<file path="config.mk">
export PLATFORM = sky130hd
export DESIGN_NAME = framed_byte_queue_core
export DESIGN_NICKNAME = d
export VERILOG_FILES = /design/src/hdl/fbq_pkg.sv /design/src/hdl/fbq_front.sv /design/src/hdl/fbq_cmd_queue.sv /design/src/hdl/fbq_back.sv /design/src/hdl/framed_byte_queue_core.sv
export VERILOG_INCLUDE_DIRS = /design/src /design/src/hdl
export SDC_FILE = /design/constraint.sdc
export NUM_CORES = 2
export LEC_CHECK = 0
export BUFFER_PORTS_ARGS = -buffer_cell sky130_fd_sc_hd__buf_2
export CELL_PAD_IN_SITES_DETAIL_PLACEMENT = 1
export CELL_PAD_IN_SITES_GLOBAL_PLACEMENT = 1
export CORE_UTILIZATION = 58
export CTS_BUF_LIST = sky130_fd_sc_hd__clkbuf_2 sky130_fd_sc_hd__clkbuf_4 sky130_fd_sc_hd__clkbuf_8
export DETAILED_ROUTE_END_ITERATION = 6
export PLACE_DENSITY_LB_ADDON = 0.08
export SLEW_MARGIN = 30
export SYNTH_ARGS = -nofsm -noshare
export SYNTH_HDL_FRONTEND = slang
export SYNTH_SLANG_ARGS = --single-unit
</file>
<file path="constraint.sdc">
create_clock -name clk -period 5.9 [get_ports clk]
set_input_delay 0 -clock clk [delete_from_list [all_inputs] [get_ports clk]]
set_output_delay 0 -clock clk [all_outputs]
set_load 0.02 [all_outputs]
</file>
<file path="src/hdl/framed_byte_queue_core_assert.svh">
// ----------------------------------------------------------------------------
// framed_byte_queue_core assertion macros
// Shared property wrappers, clocked on clk and disabled while arst_n is low.
// ----------------------------------------------------------------------------
`ifndef FRAMED_BYTE_QUEUE_CORE_ASSERT_SVH
`define FRAMED_BYTE_QUEUE_CORE_ASSERT_SVH

// ante holds at an edge -> cons holds at the same edge
`define FBQ_ASSERT_NOW(label, ante, cons, msg) \
	label: assert property (@(posedge clk) disable iff (!arst_n) (ante) |-> (cons)) \
		else $error(msg);

// ante holds at an edge -> cons holds at the next edge
`define FBQ_ASSERT_NEXT(label, ante, cons, msg) \
	label: assert property (@(posedge clk) disable iff (!arst_n) (ante) |=> (cons)) \
		else $error(msg);

`endif

</file>
<file path="src/hdl/fbq_pkg.sv">
// ----------------------------------------------------------------------------
// fbq_pkg
// Types, constants and helpers shared by the framed byte queue modules.
// ----------------------------------------------------------------------------
package fbq_pkg;

	localparam int RING_DEPTH  = 256;
	localparam int PTR_W       = $clog2(RING_DEPTH);
	localparam int QUEUE_DEPTH = 2;
	localparam int QIDX_W      = (QUEUE_DEPTH > 1) ? $clog2(QUEUE_DEPTH) : 1;
	localparam int QCNT_W      = $clog2(QUEUE_DEPTH + 1);

	localparam logic [7:0]  FRAME_HEAD      = 8'hEE;
	localparam logic [31:0] FRAME_TAIL      = 32'hFFFCFFFF;
	localparam logic [5:0]  MAX_FRAME_RESET = 6'd63;
	localparam logic [15:0] PENDING_MAX     = 16'hFFFF;

	// operation field codes
	localparam logic [1:0] OP_PUSH    = 2'd0;
	localparam logic [1:0] OP_EXTRACT = 2'd1;
	localparam logic [1:0] OP_CLEAR   = 2'd2;

	typedef logic [PTR_W-1:0] ptr_t;

	typedef struct packed {
		logic [1:0] operation;
		logic [7:0] rx_byte;
	} cmd_item_t;

	typedef struct packed {
		logic       byte_valid;
		logic [7:0] frame_byte;
		logic       last;
		logic       tail_seen;
		logic [5:0] frame_length;
	} rsp_item_t;

	typedef enum logic [1:0] {
		CMD_PUSH,
		CMD_EXTRACT,
		CMD_CLEAR
	} cmd_kind_t;

	typedef struct packed {
		cmd_kind_t  kind;
		logic [7:0] data;
	} queue_entry_t;

	typedef enum logic [1:0] {
		BK_IDLE,
		BK_DRAIN,
		BK_STATUS
	} back_state_t;

	function automatic ptr_t ring_next(input ptr_t p);
		if (p == ptr_t'(RING_DEPTH - 1)) begin
			return '0;
		end
		return p + ptr_t'(1);
	endfunction

endpackage

</file>
<file path="src/hdl/fbq_front.sv">
// ----------------------------------------------------------------------------
// fbq_front
// Takes commands, decodes the operation and queues valid ones.
// ----------------------------------------------------------------------------
module fbq_front (
	input  logic               start,
	input  fbq_pkg::cmd_item_t cmd,
	input  logic               q_full,
	output logic               busy,
	output logic               q_push,
	output fbq_pkg::queue_entry_t q_entry
);
	import fbq_pkg::*;

	logic      known;
	cmd_kind_t kind;

	always_comb begin
		known = 1'b1;
		kind  = CMD_PUSH;
		unique case (cmd.operation)
			OP_PUSH:    kind = CMD_PUSH;
			OP_EXTRACT: kind = CMD_EXTRACT;
			OP_CLEAR:   kind = CMD_CLEAR;
			default:    known = 1'b0; // reserved code: accepted, dropped
		endcase
	end

	assign busy         = q_full;
	assign q_push       = start && !q_full && known;
	assign q_entry.kind = kind;
	assign q_entry.data = cmd.rx_byte;

endmodule

</file>
<file path="src/hdl/fbq_cmd_queue.sv">
// ----------------------------------------------------------------------------
// fbq_cmd_queue
// Small FIFO of decoded commands between front and back.
// ----------------------------------------------------------------------------
module fbq_cmd_queue (
	input  logic                  clk,
	input  logic                  arst_n,
	input  logic                  push,
	input  fbq_pkg::queue_entry_t push_entry,
	input  logic                  pop,
	output logic                  full,
	output logic                  empty,
	output fbq_pkg::queue_entry_t head
);
	import fbq_pkg::*;

	queue_entry_t       entries_q [QUEUE_DEPTH];
	logic [QIDX_W-1:0]  wr_idx_q;
	logic [QIDX_W-1:0]  rd_idx_q;
	logic [QCNT_W-1:0]  count_q;
	logic               do_pop;

	assign full   = (count_q == QCNT_W'(QUEUE_DEPTH));
	assign empty  = (count_q == '0);
	assign head   = entries_q[rd_idx_q];
	assign do_pop = pop && !empty;

	function automatic logic [QIDX_W-1:0] idx_next(input logic [QIDX_W-1:0] i);
		if (i == QIDX_W'(QUEUE_DEPTH - 1)) begin
			return '0;
		end
		return i + QIDX_W'(1);
	endfunction

	always_ff @(posedge clk or negedge arst_n) begin
		if (!arst_n) begin
			wr_idx_q <= '0;
			rd_idx_q <= '0;
			count_q  <= '0;
		end else begin
			if (push) begin
				wr_idx_q <= idx_next(wr_idx_q);
			end
			if (do_pop) begin
				rd_idx_q <= idx_next(rd_idx_q);
			end
			if (push && !do_pop) begin
				count_q <= count_q + QCNT_W'(1);
			end else if (!push && do_pop) begin
				count_q <= count_q - QCNT_W'(1);
			end
		end
	end

	always_ff @(posedge clk) begin
		if (push) begin
			entries_q[wr_idx_q] <= push_entry;
		end
	end

endmodule

</file>
<file path="src/hdl/fbq_back.sv">
// ----------------------------------------------------------------------------
// fbq_back
// Executes queued commands: ring store, tail detectors, frame extraction.
// ----------------------------------------------------------------------------
`include "framed_byte_queue_core_assert.svh"

module fbq_back (
	input  logic                  clk,
	input  logic                  arst_n,
	input  logic [5:0]            max_frame_bytes,
	input  logic                  q_empty,
	input  fbq_pkg::queue_entry_t q_head,
	output logic                  q_pop,
	output logic                  rsp_strobe,
	output fbq_pkg::rsp_item_t    rsp
);
	import fbq_pkg::*;

	logic [7:0]  ring_mem [RING_DEPTH];
	logic [7:0]  rdata_s1;
	logic        s1_valid_q, s1_valid_d;

	back_state_t state_q, state_d;
	ptr_t        wp_q, wp_d;
	ptr_t        rp_q, rp_d;
	ptr_t        fp_q, fp_d;
	logic [5:0]  pos_q, pos_d;
	logic [5:0]  len_q, len_d;
	logic [31:0] push_shift_q, push_shift_d;
	logic [31:0] ext_shift_q, ext_shift_d;
	logic [15:0] pending_q, pending_d;
	logic        rsp_strobe_q, rsp_strobe_d;
	rsp_item_t   rsp_q, rsp_d;
	logic        mem_we;
	logic        mem_re;

	logic [31:0] shifted;
	logic [5:0]  pos_inc;
	logic        hit;

	always_comb begin
		state_d      = state_q;
		wp_d         = wp_q;
		rp_d         = rp_q;
		fp_d         = fp_q;
		pos_d        = pos_q;
		len_d        = len_q;
		push_shift_d = push_shift_q;
		ext_shift_d  = ext_shift_q;
		pending_d    = pending_q;
		s1_valid_d   = 1'b0;
		rsp_strobe_d = 1'b0;
		rsp_d        = '0;
		q_pop        = 1'b0;
		mem_we       = 1'b0;
		mem_re       = 1'b0;
		shifted      = '0;
		pos_inc      = pos_q;
		hit          = 1'b0;

		unique case (state_q)
			BK_IDLE: begin
				if (!q_empty) begin
					q_pop = 1'b1;
					unique case (q_head.kind)
						CMD_PUSH: begin
							if (ring_next(wp_q) != rp_q) begin
								mem_we = 1'b1;
								wp_d   = ring_next(wp_q);
							end
							shifted      = {push_shift_q[23:0], q_head.data};
							push_shift_d = shifted;
							rsp_strobe_d = 1'b1;
							rsp_d.last   = 1'b1;
							if (shifted == FRAME_TAIL) begin
								push_shift_d    = '0;
								rsp_d.tail_seen = 1'b1;
								if (pending_q != PENDING_MAX) begin
									pending_d = pending_q + 16'd1;
								end
							end
						end
						CMD_EXTRACT: begin
							if (pending_q == '0) begin
								rsp_strobe_d = 1'b1;
								rsp_d.last   = 1'b1;
							end else begin
								state_d = BK_DRAIN;
								fp_d    = rp_q;
								pos_d   = '0;
								len_d   = '0;
							end
						end
						CMD_CLEAR: begin
							wp_d      = '0;
							rp_d      = '0;
							pending_d = '0;
						end
						default: ;
					endcase
				end
			end
			BK_DRAIN: begin
				// process the byte read last cycle
				if (s1_valid_q) begin
					rp_d = ring_next(rp_q);
					if (!(pos_q == '0 && rdata_s1 != FRAME_HEAD)) begin
						if (pos_q < max_frame_bytes) begin
							rsp_strobe_d     = 1'b1;
							rsp_d.byte_valid = 1'b1;
							rsp_d.frame_byte = rdata_s1;
							pos_inc          = pos_q + 6'd1;
						end
						pos_d       = pos_inc;
						shifted     = {ext_shift_q[23:0], rdata_s1};
						ext_shift_d = shifted;
						if (shifted == FRAME_TAIL) begin
							hit         = 1'b1;
							ext_shift_d = '0;
							pending_d   = pending_q - 16'd1;
							len_d       = pos_inc;
							state_d     = BK_STATUS;
						end
					end
				end
				// fetch the next byte ahead of the read pointer
				if (!hit && fp_q != wp_q) begin
					mem_re     = 1'b1;
					fp_d       = ring_next(fp_q);
					s1_valid_d = 1'b1;
				end
				if (!s1_valid_q && fp_q == wp_q) begin
					state_d = BK_STATUS;
				end
			end
			BK_STATUS: begin
				rsp_strobe_d       = 1'b1;
				rsp_d.last         = 1'b1;
				rsp_d.frame_length = len_q;
				state_d            = BK_IDLE;
			end
			default: state_d = BK_IDLE;
		endcase
	end

	always_ff @(posedge clk or negedge arst_n) begin
		if (!arst_n) begin
			state_q      <= BK_IDLE;
			wp_q         <= '0;
			rp_q         <= '0;
			push_shift_q <= '0;
			ext_shift_q  <= '0;
			pending_q    <= '0;
			s1_valid_q   <= 1'b0;
			rsp_strobe_q <= 1'b0;
		end else begin
			state_q      <= state_d;
			wp_q         <= wp_d;
			rp_q         <= rp_d;
			push_shift_q <= push_shift_d;
			ext_shift_q  <= ext_shift_d;
			pending_q    <= pending_d;
			s1_valid_q   <= s1_valid_d;
			rsp_strobe_q <= rsp_strobe_d;
		end
	end

	always_ff @(posedge clk) begin
		fp_q  <= fp_d;
		pos_q <= pos_d;
		len_q <= len_d;
		rsp_q <= rsp_d;
	end

	// ring memory: one write port, one registered read port
	always_ff @(posedge clk) begin
		if (mem_we) begin
			ring_mem[wp_q] <= q_head.data;
		end
	end

	always_ff @(posedge clk) begin
		if (mem_re) begin
			rdata_s1 <= ring_mem[fp_q];
		end
	end

	assign rsp_strobe = rsp_strobe_q;
	assign rsp        = rsp_q;

	`FBQ_ASSERT_NOW(a_len_only_on_last,
		rsp_strobe_q && (rsp_q.frame_length != '0), rsp_q.last,
		"frame length on a non-final result")
	`FBQ_ASSERT_NEXT(a_status_follows, state_q == BK_STATUS,
		rsp_strobe_q && rsp_q.last && !rsp_q.byte_valid, "status result missing")
	`FBQ_ASSERT_NOW(a_no_read_outside_drain, state_q != BK_DRAIN, !s1_valid_q,
		"ring read in flight outside drain")
	`FBQ_ASSERT_NOW(a_drain_has_frame, state_q == BK_DRAIN, pending_q != '0,
		"draining with no pending frame")

endmodule

</file>
<file path="src/hdl/framed_byte_queue_core.sv">
// ----------------------------------------------------------------------------
// framed_byte_queue_core
// Ring buffer of received UART bytes with tail-delimited frame extraction.
// ----------------------------------------------------------------------------
// Usage: a command transfers at a rising edge with start high and busy low.
// Results come out on rsp for exactly one cycle each, marked by rsp_strobe,
// and cannot be held off: the receiver must take every one. A push gives one
// result once the command queue passes it on (tail_seen set when the byte
// closed a 0xFFFCFFFF tail). An extract with no pending frame gives one status
// result; otherwise it streams the frame bytes (from the 0xEE head, at most
// max_frame_bytes of them), then one status result with the frame length, or
// 0 if the ring ran empty first. Clear and the unused code give no result.
// Rate: pushes sustain one per cycle while no extract is running. An extract
// fetches ring bytes through the registered read port of the ring memory
// and processes each fetched byte while the next one is fetched, so the
// drain runs one byte per cycle; then it gives its status result. Commands
// land in a two-entry queue, so busy rises only once that queue is full
// behind a running extract. The ring holds up to RING_DEPTH-1 bytes; pushes
// to a full ring are dropped but still feed the tail detector. The ring
// memory has no clearing pass: the pointers alone define its contents.
// max_frame_bytes (reset 63) may be written only when the block is idle.
// ----------------------------------------------------------------------------
module framed_byte_queue_core (
	input  logic               clk,
	input  logic               arst_n,
	input  logic               cfg_we,
	input  logic [5:0]         cfg_wdata,
	input  logic               start,
	input  fbq_pkg::cmd_item_t cmd,
	output logic               busy,
	output logic               rsp_strobe,
	output fbq_pkg::rsp_item_t rsp
);
	import fbq_pkg::*;

	logic         [5:0] max_frame_bytes_q;
	logic               q_push;
	logic               q_pop;
	logic               q_full;
	logic               q_empty;
	queue_entry_t       q_entry;
	queue_entry_t       q_head;

	// single config register, write only
	always_ff @(posedge clk or negedge arst_n) begin
		if (!arst_n) begin
			max_frame_bytes_q <= MAX_FRAME_RESET;
		end else if (cfg_we) begin
			max_frame_bytes_q <= cfg_wdata;
		end
	end

	// front: transfer and decode
	fbq_front u_front (
		.start   (start),
		.cmd     (cmd),
		.q_full  (q_full),
		.busy    (busy),
		.q_push  (q_push),
		.q_entry (q_entry)
	);

	// decouples front and back
	fbq_cmd_queue u_queue (
		.clk        (clk),
		.arst_n     (arst_n),
		.push       (q_push),
		.push_entry (q_entry),
		.pop        (q_pop),
		.full       (q_full),
		.empty      (q_empty),
		.head       (q_head)
	);

	// back: ring, detectors, extraction sequencer, result register
	fbq_back u_back (
		.clk             (clk),
		.arst_n          (arst_n),
		.max_frame_bytes (max_frame_bytes_q),
		.q_empty         (q_empty),
		.q_head          (q_head),
		.q_pop           (q_pop),
		.rsp_strobe      (rsp_strobe),
		.rsp             (rsp)
	);

endmodule

</file>
Word level (Yosys, flattened, before mapping) --
Memories as Yosys holds them, arrays and structs flattened. A register that Yosys moved wholly into a read port is not among the register bits. Cells that the tools add are included.
Word-level totals: flip-flop bits (word level) 131, memory bits (writable) 2068, bits of input ports 20, output and inout port bits 19, logic and storage cells 212, memories 2
Memory list:
- u_back.ring_mem | words 256, width 8, rd ports 1, clocked after Yosys merged registers in 1, wr ports 1, RTL line fbq_back.sv:19 | logic [7:0] ring_mem [RING_DEPTH];
- u_queue.entries_q | words 2, width 10, rd ports 1, clocked after Yosys merged registers in 0, wr ports 1, RTL line fbq_cmd_queue.sv:17 | queue_entry_t entries_q [QUEUE_DEPTH];
Operators by class: add/sub/neg operators 10, magnitude comparators 1, equal/unequal tests 32, muxes and demuxes 104, bitwise operators 7, reductions and logical operators 36
Operator list (count):
- $mux 8 | 18
- $mux 16 | 6
- $eq 32x32->1 const B | 2
- $pmux 16 s2 | 2
- $mux 6 | 9
- $mux 24 | 2
- $pmux 8 s2 | 3
- $mux 1 | 46
- $add 8x1->8 const B | 3
- $eq 8x8->1 const B | 3
- $pmux 6 s2 | 2
- $mux 2 | 10
- $add 16x1->16 const B | 1
- $logic_not 16->1 | 1
- $ne 16x16->1 const B | 1
- $ne 8x8->1 | 2
- $sub 16x1->16 const B | 1
- $reduce_and 6->1 | 2
- $ne 2x2->1 const B | 5
- $mux 9 | 1
- $reduce_or 3->1 | 3
- $eq 2x2->1 const B | 4
- $eq 8x8->1 | 1
- $logic_and 1x1->1 | 8
- other kinds (25) | 54

Longest topological paths before layout --
depth in word-level cells 17, depth in mapped cells 13, mapped depth without buffers 10

Modules after synthesis --
Synthesis repeated with hierarchy kept, for this count alone.
Second synthesis, totals: cell total of the unflattened synthesis 4760, area total of the unflattened synthesis 87930.6 µm²
By module, submodules not included:
- fbq_back | times used 1, cells each 4687, area an instance 86664.4 µm², sequential area each 64782.1 µm²
- fbq_cmd_queue | times used 1, cells each 47, area an instance 908.4 µm², sequential area each 700.7 µm²
- framed_byte_queue_core | times used 1, cells each 13, area an instance 259.0 µm², sequential area each 157.7 µm²
- fbq_front | times used 1, cells each 13, area an instance 98.8 µm², sequential area each 0.0 µm²

Least setup slack after synthesis --
No wires, ideal clock.
path type register to register, start reg u_queue.rd_idx_q, end mem u_back.ring_mem[0][4], data pin, setup time 0.826 ns, arrival 3.930 ns, required time 5.074 ns, setup slack 1.144 ns, stages on the path, launching flop included 5, path buffers 2, clock period less this slack 4.756 ns, cell sequence dfrtp_1 buf_2 buf_1 nand2_1 nand2_1
RTL lines:
- start, declared | RTL line fbq_cmd_queue.sv:19 | logic [QIDX_W-1:0] rd_idx_q;
- start signal, assigned | RTL line fbq_cmd_queue.sv:45 | rd_idx_q <= idx_next(rd_idx_q);
- end, declared | RTL line fbq_back.sv:19

Final worst setup path --
start reg u_back.wp_q[0], end mem u_back.ring_mem[238][7] (enable)
On the way: longest elaborated chain between the ends 16, elaborated cells between the ends (all ways) 17, those cells by class add/sub: 1; eq/ne: 2; mux: 14
RTL lines:
- start, declared | RTL line fbq_back.sv:24 | ptr_t wp_q, wp_d;
- start signal, assigned | RTL line fbq_back.sv:158 | wp_q <= wp_d;
- $eq 8x8->1 | RTL line fbq_pkg.sv:56 | if (p == ptr_t'(RING_DEPTH - 1)) begin
- $mux 1 | RTL line fbq_pkg.sv:56
- $mux 1 | RTL line fbq_back.sv:65 | unique case (q_head.kind)
- $mux 1 | RTL line fbq_back.sv:63 | if (!q_empty) begin
- $mux 1 | RTL line fbq_back.sv:61 | unique case (state_q)
- $mux 8 | RTL line fbq_pkg.sv:59 | return p + ptr_t'(1);
- $mux 8 | RTL line fbq_back.sv:65
- $mux 8 | RTL line fbq_back.sv:63
- $mux 8 | RTL line fbq_back.sv:61
- $ne 8x8->1 | RTL line fbq_back.sv:67 | if (ring_next(wp_q) != rp_q) begin
- $mux 1 | RTL line fbq_back.sv:67
- $mux 1 | RTL line fbq_back.sv:65
- $mux 1 | RTL line fbq_back.sv:63
- $mux 1 | RTL line fbq_back.sv:61
- $mux 1 | RTL line fbq_back.sv:177 | if (mem_we) begin
- $mux 1 (implied by the code) | RTL line fbq_back.sv:178 | ring_mem[wp_q] <= q_head.data;
Several ways; a longest one is shown, not always the timed one. The select of a mux whose other input is x is not followed.

==> flow_summary.toml <==
[run_status]
status = "complete, no violations"

[yosys]
synthDistinctLibCells = 75
synth_edf_count = 2096
syn_area_mm2 = 0.0883
synth.most_common_cell = "edfxtp_1"
yosys.area.top_type_share_pct = 71.3
async_flop_share_pct = 4.26
ys_seq_area_share_pct = 74.3
yosys_most_used_dff = "edfxtp_1"
avgSynthCellArea_um2 = 18.4
synth-seq-cells = 2207
ys.warnings.count = 0
synthTopCellsByArea = "edfxtp_1, mux4_2, mux2i_1"
synth_nets = 4836
ys_top_cells_by_count = "edfxtp_1, mux4_2, nor3_1"
netlist_instances = 4799
yosys.area.top_type = "edfxtp_1"

[worst_hold_path]
worstHoldPathType = "input port to register"

[detailed_routing]
ant_nets = 0
vias = 50577
routed_wl_mm = 272
drt-initial-drc-count = 6425
drc = 0
vias_per_cell = 6.86
wire_per_inst_um = 36.9
first_pass_iters = 7

[final_layout]
drive_above_1_share_pct = 26.8
nNetsFinal = 5133
multiInputGateArea_mm2 = 0.0222
layoutNonFillerInstCount = 7377
stdcell_area_mm2 = 0.0995
area_growth_pct = 12.7
seq_area_mm2 = 0.0656
nFillCells = 12560

[timing]
hold_viol = 0
slew_headroom_pct = 22.4
rsz0062_at_grt = "false"
worst_pin_slew_ns = 1.15
fin_setup_tns_ns = 0
clock-skew-final_ns = 0.0594
fmax_ghz = 0.207
setup_viol = 0
worst_slack_ns = 1.06
drv_slew = 0
fin_crit_ns = 4.84
fin_crit_sh_pct = 82.0

[worst_setup_path]
crit_fanout = 41
crit_buf_inv = 1
slowest_stage = "buf_4"
cp-start-kind = "register"
cp_cell_sequence = "ha_1 > nand3_2 > or2_2 > a211o_1 > a211oi_1 > nand4_1 > nand2_4 > buf_4 > nor3_2"
required_ns = 6.58
slowest_delay_ns = 0.78
crit_family = "simple AND/OR/NAND/NOR gates"
arrival_ns = 5.52
worst_setup_path_end_kind = "register"
criticalPathCategory = "register to register"

[clocking]
cts.htree.levels = 5
clkTransAtPathRegs_ns = 0.06
clock_sinks = 2207
cts_made_buffers = 360
cts-root-buf = "clkbuf_8"
clk_path_buf_depth = 4
insertion_delay_ns = 1.04
holdBufCountCts = 52
post_cts_resized = 0
cts_setup_buffers = 0
cts_tree = "done"

[global_routing]
overflow = 0
grt_use_total_pct = 35.8
antenna_found_initial = 8
grt_pass1_vias = 51191
grt_pass1_wl_mm = 385
grt_max_degree = 111

[floorplan]
die_y_um = 392
num_io_pins = 39
dieArea_mm2 = 0.154
core_mm2 = 0.150
start_util_pct = 58.7
die-width_um = 392
fp-row-count = 142

[pwr]
ir_drop_uv = 349
p_per_area_mw_per_mm2 = 493
p_total_mw = 49.0
leakage_nw = 32.0

[placement]
dp_hpwl_mm = 167
dp_cells = 6697
gp_congestion = 0.909
dpl_worst_slack_ns = 1.16
place_area_mm2 = 0.0911
port_buffers = 38

[run]
maxCapViolCount = 0
state kept, by name, summed over array words and instances, names as in the netlist, 6 cells and up:
signal               count
u_back.len_q             6
u_back.rdata_s1          8
u_back.ext_shift_q      24
u_back.rp_q              8
u_back.wp_q              8
u_back.pos_q             6
u_back.fp_q              8
max_frame_bytes_q        6
u_back.rsp              17
u_back.push_shift_q     24
u_back.pending_q        16
u_back.ring_mem       2048
u_queue.entries_q       20
cell type report:
class / count / area share [%]
Clock inverter: 148 / 0.952
Inverter: 29 / 0.147
Antenna cell: 1 / 0.00251
Multi-Input combinational cell: 2248 / 22.3
Tap cell: 2016 / 2.53
Sequential cell: 2207 / 65.9
Clock buffer: 478 / 5.92
Timing Repair Buffer: 250 / 2.22
cells in the final DEF, fill, tap and decap left out, types with 16 or more instances in the layout:
cell type      count
o22ai_1           69
clkbuf_4         110
nor4_1            31
buf_2             37
mux4_2           377
a22oi_1           18
nand2_1          191
clkinv_1          76
nand4_1           27
o21ai_0          115
mux2_2            17
dlygate4sd3_1     51
nor2b_1           17
mux2i_1          321
inv_1             23
a21oi_1          124
o31ai_1           17
a211oi_1          17
buf_12            21
nor3_2           232
dfrtp_1           88
clkinv_2          51
nor3_1           114
nand2_2           18
a22o_1            30
and3_1            16
nand3_1           43
xor2_1            19
buf_4            139
edfxtp_1        2096
clkbuf_8         368
nor2_1           122
ha_1              17
o221ai_1          86
dfxtp_1           17
and2_1            27
power breakdown:
part           internal (mW)  switching (mW)  total [mW]
registers               19.4           0.568        19.9
clock network           6.96            6.08        13.0
logic                   5.15            10.9        16.1
cells by family (layout without fill, tap and decap cells):
| family | count (synthesis) | count (layout) | synth area share [%] |
|---|---|---|---|
| multiplexers | 723 | 723 | 13.7 |
| AND/OR/NAND/NOR | 910 | 910 | 5.00 |
| buffers and inverters | 344 | 905 | 2.14 |
| flip-flops | 2207 | 2207 | 74.3 |
| other | 0 | 1 | 0 |
| AO/OA/AOI/OAI | 565 | 565 | 4.29 |
| XOR/XNOR | 33 | 33 | 0.327 |
| adder cells (fa/ha/maj) | 17 | 17 | 0.241 |
through the flow:
stage | utilization [%] | hold WS [ns]
after detailed placement | 60.5 | 0.0931
final | 66.1 | 0.290
after global placement | 60.4 | 0.0934
after global routing | 66.1 | 0.260
after CTS | 65.4 | 0.211
after floorplan | - | -0.296
worst reg2reg max path, stage by stage (launching register included):
cell and delay (ns):
dfrtp_1 0.59, ha_1 0.50, nand3_2 0.53, or2_2 0.52
a211o_1 0.26, a211oi_1 0.29, nand4_1 0.19, nand2_4 0.56
buf_4 0.78, nor3_2 0.31
per-layer routing:
metal,up-vias,part of all wire (%),global-route usage (%)
li1,20245,-,-
met1,26451,38,48.6
met2,3229,48,56.0
met3,644,10,7.99
met4,8,4.5,16.2
met5,-,0.021,0
path summary, 6_finish.rpt:
kind,start,to,slack (ns),cells after the start
min reg2reg,u_back.len_q[0]$_DFFE_PP_,u_back.rsp[0]$_SDFF_PN0_,0.47,1
max,u_back.wp_q[0]$_DFFE_PN0P_,u_back.ring_mem[238][7]$_DFFE_PP_,1.06,9
max reg2reg,u_back.wp_q[0]$_DFFE_PN0P_,u_back.ring_mem[238][7]$_DFFE_PP_,1.06,9
max in group asynchronous,arst_n,u_back.wp_q[2]$_DFFE_PN0P_,4.64,5
min in group asynchronous,arst_n,u_back.push_shift_q[21]$_DFFE_PN0P_,0.61,5
min,cmd[0],u_queue.entries_q[1][0]$_DFFE_PP_,0.29,3
(Power assumes the default switching activity.)
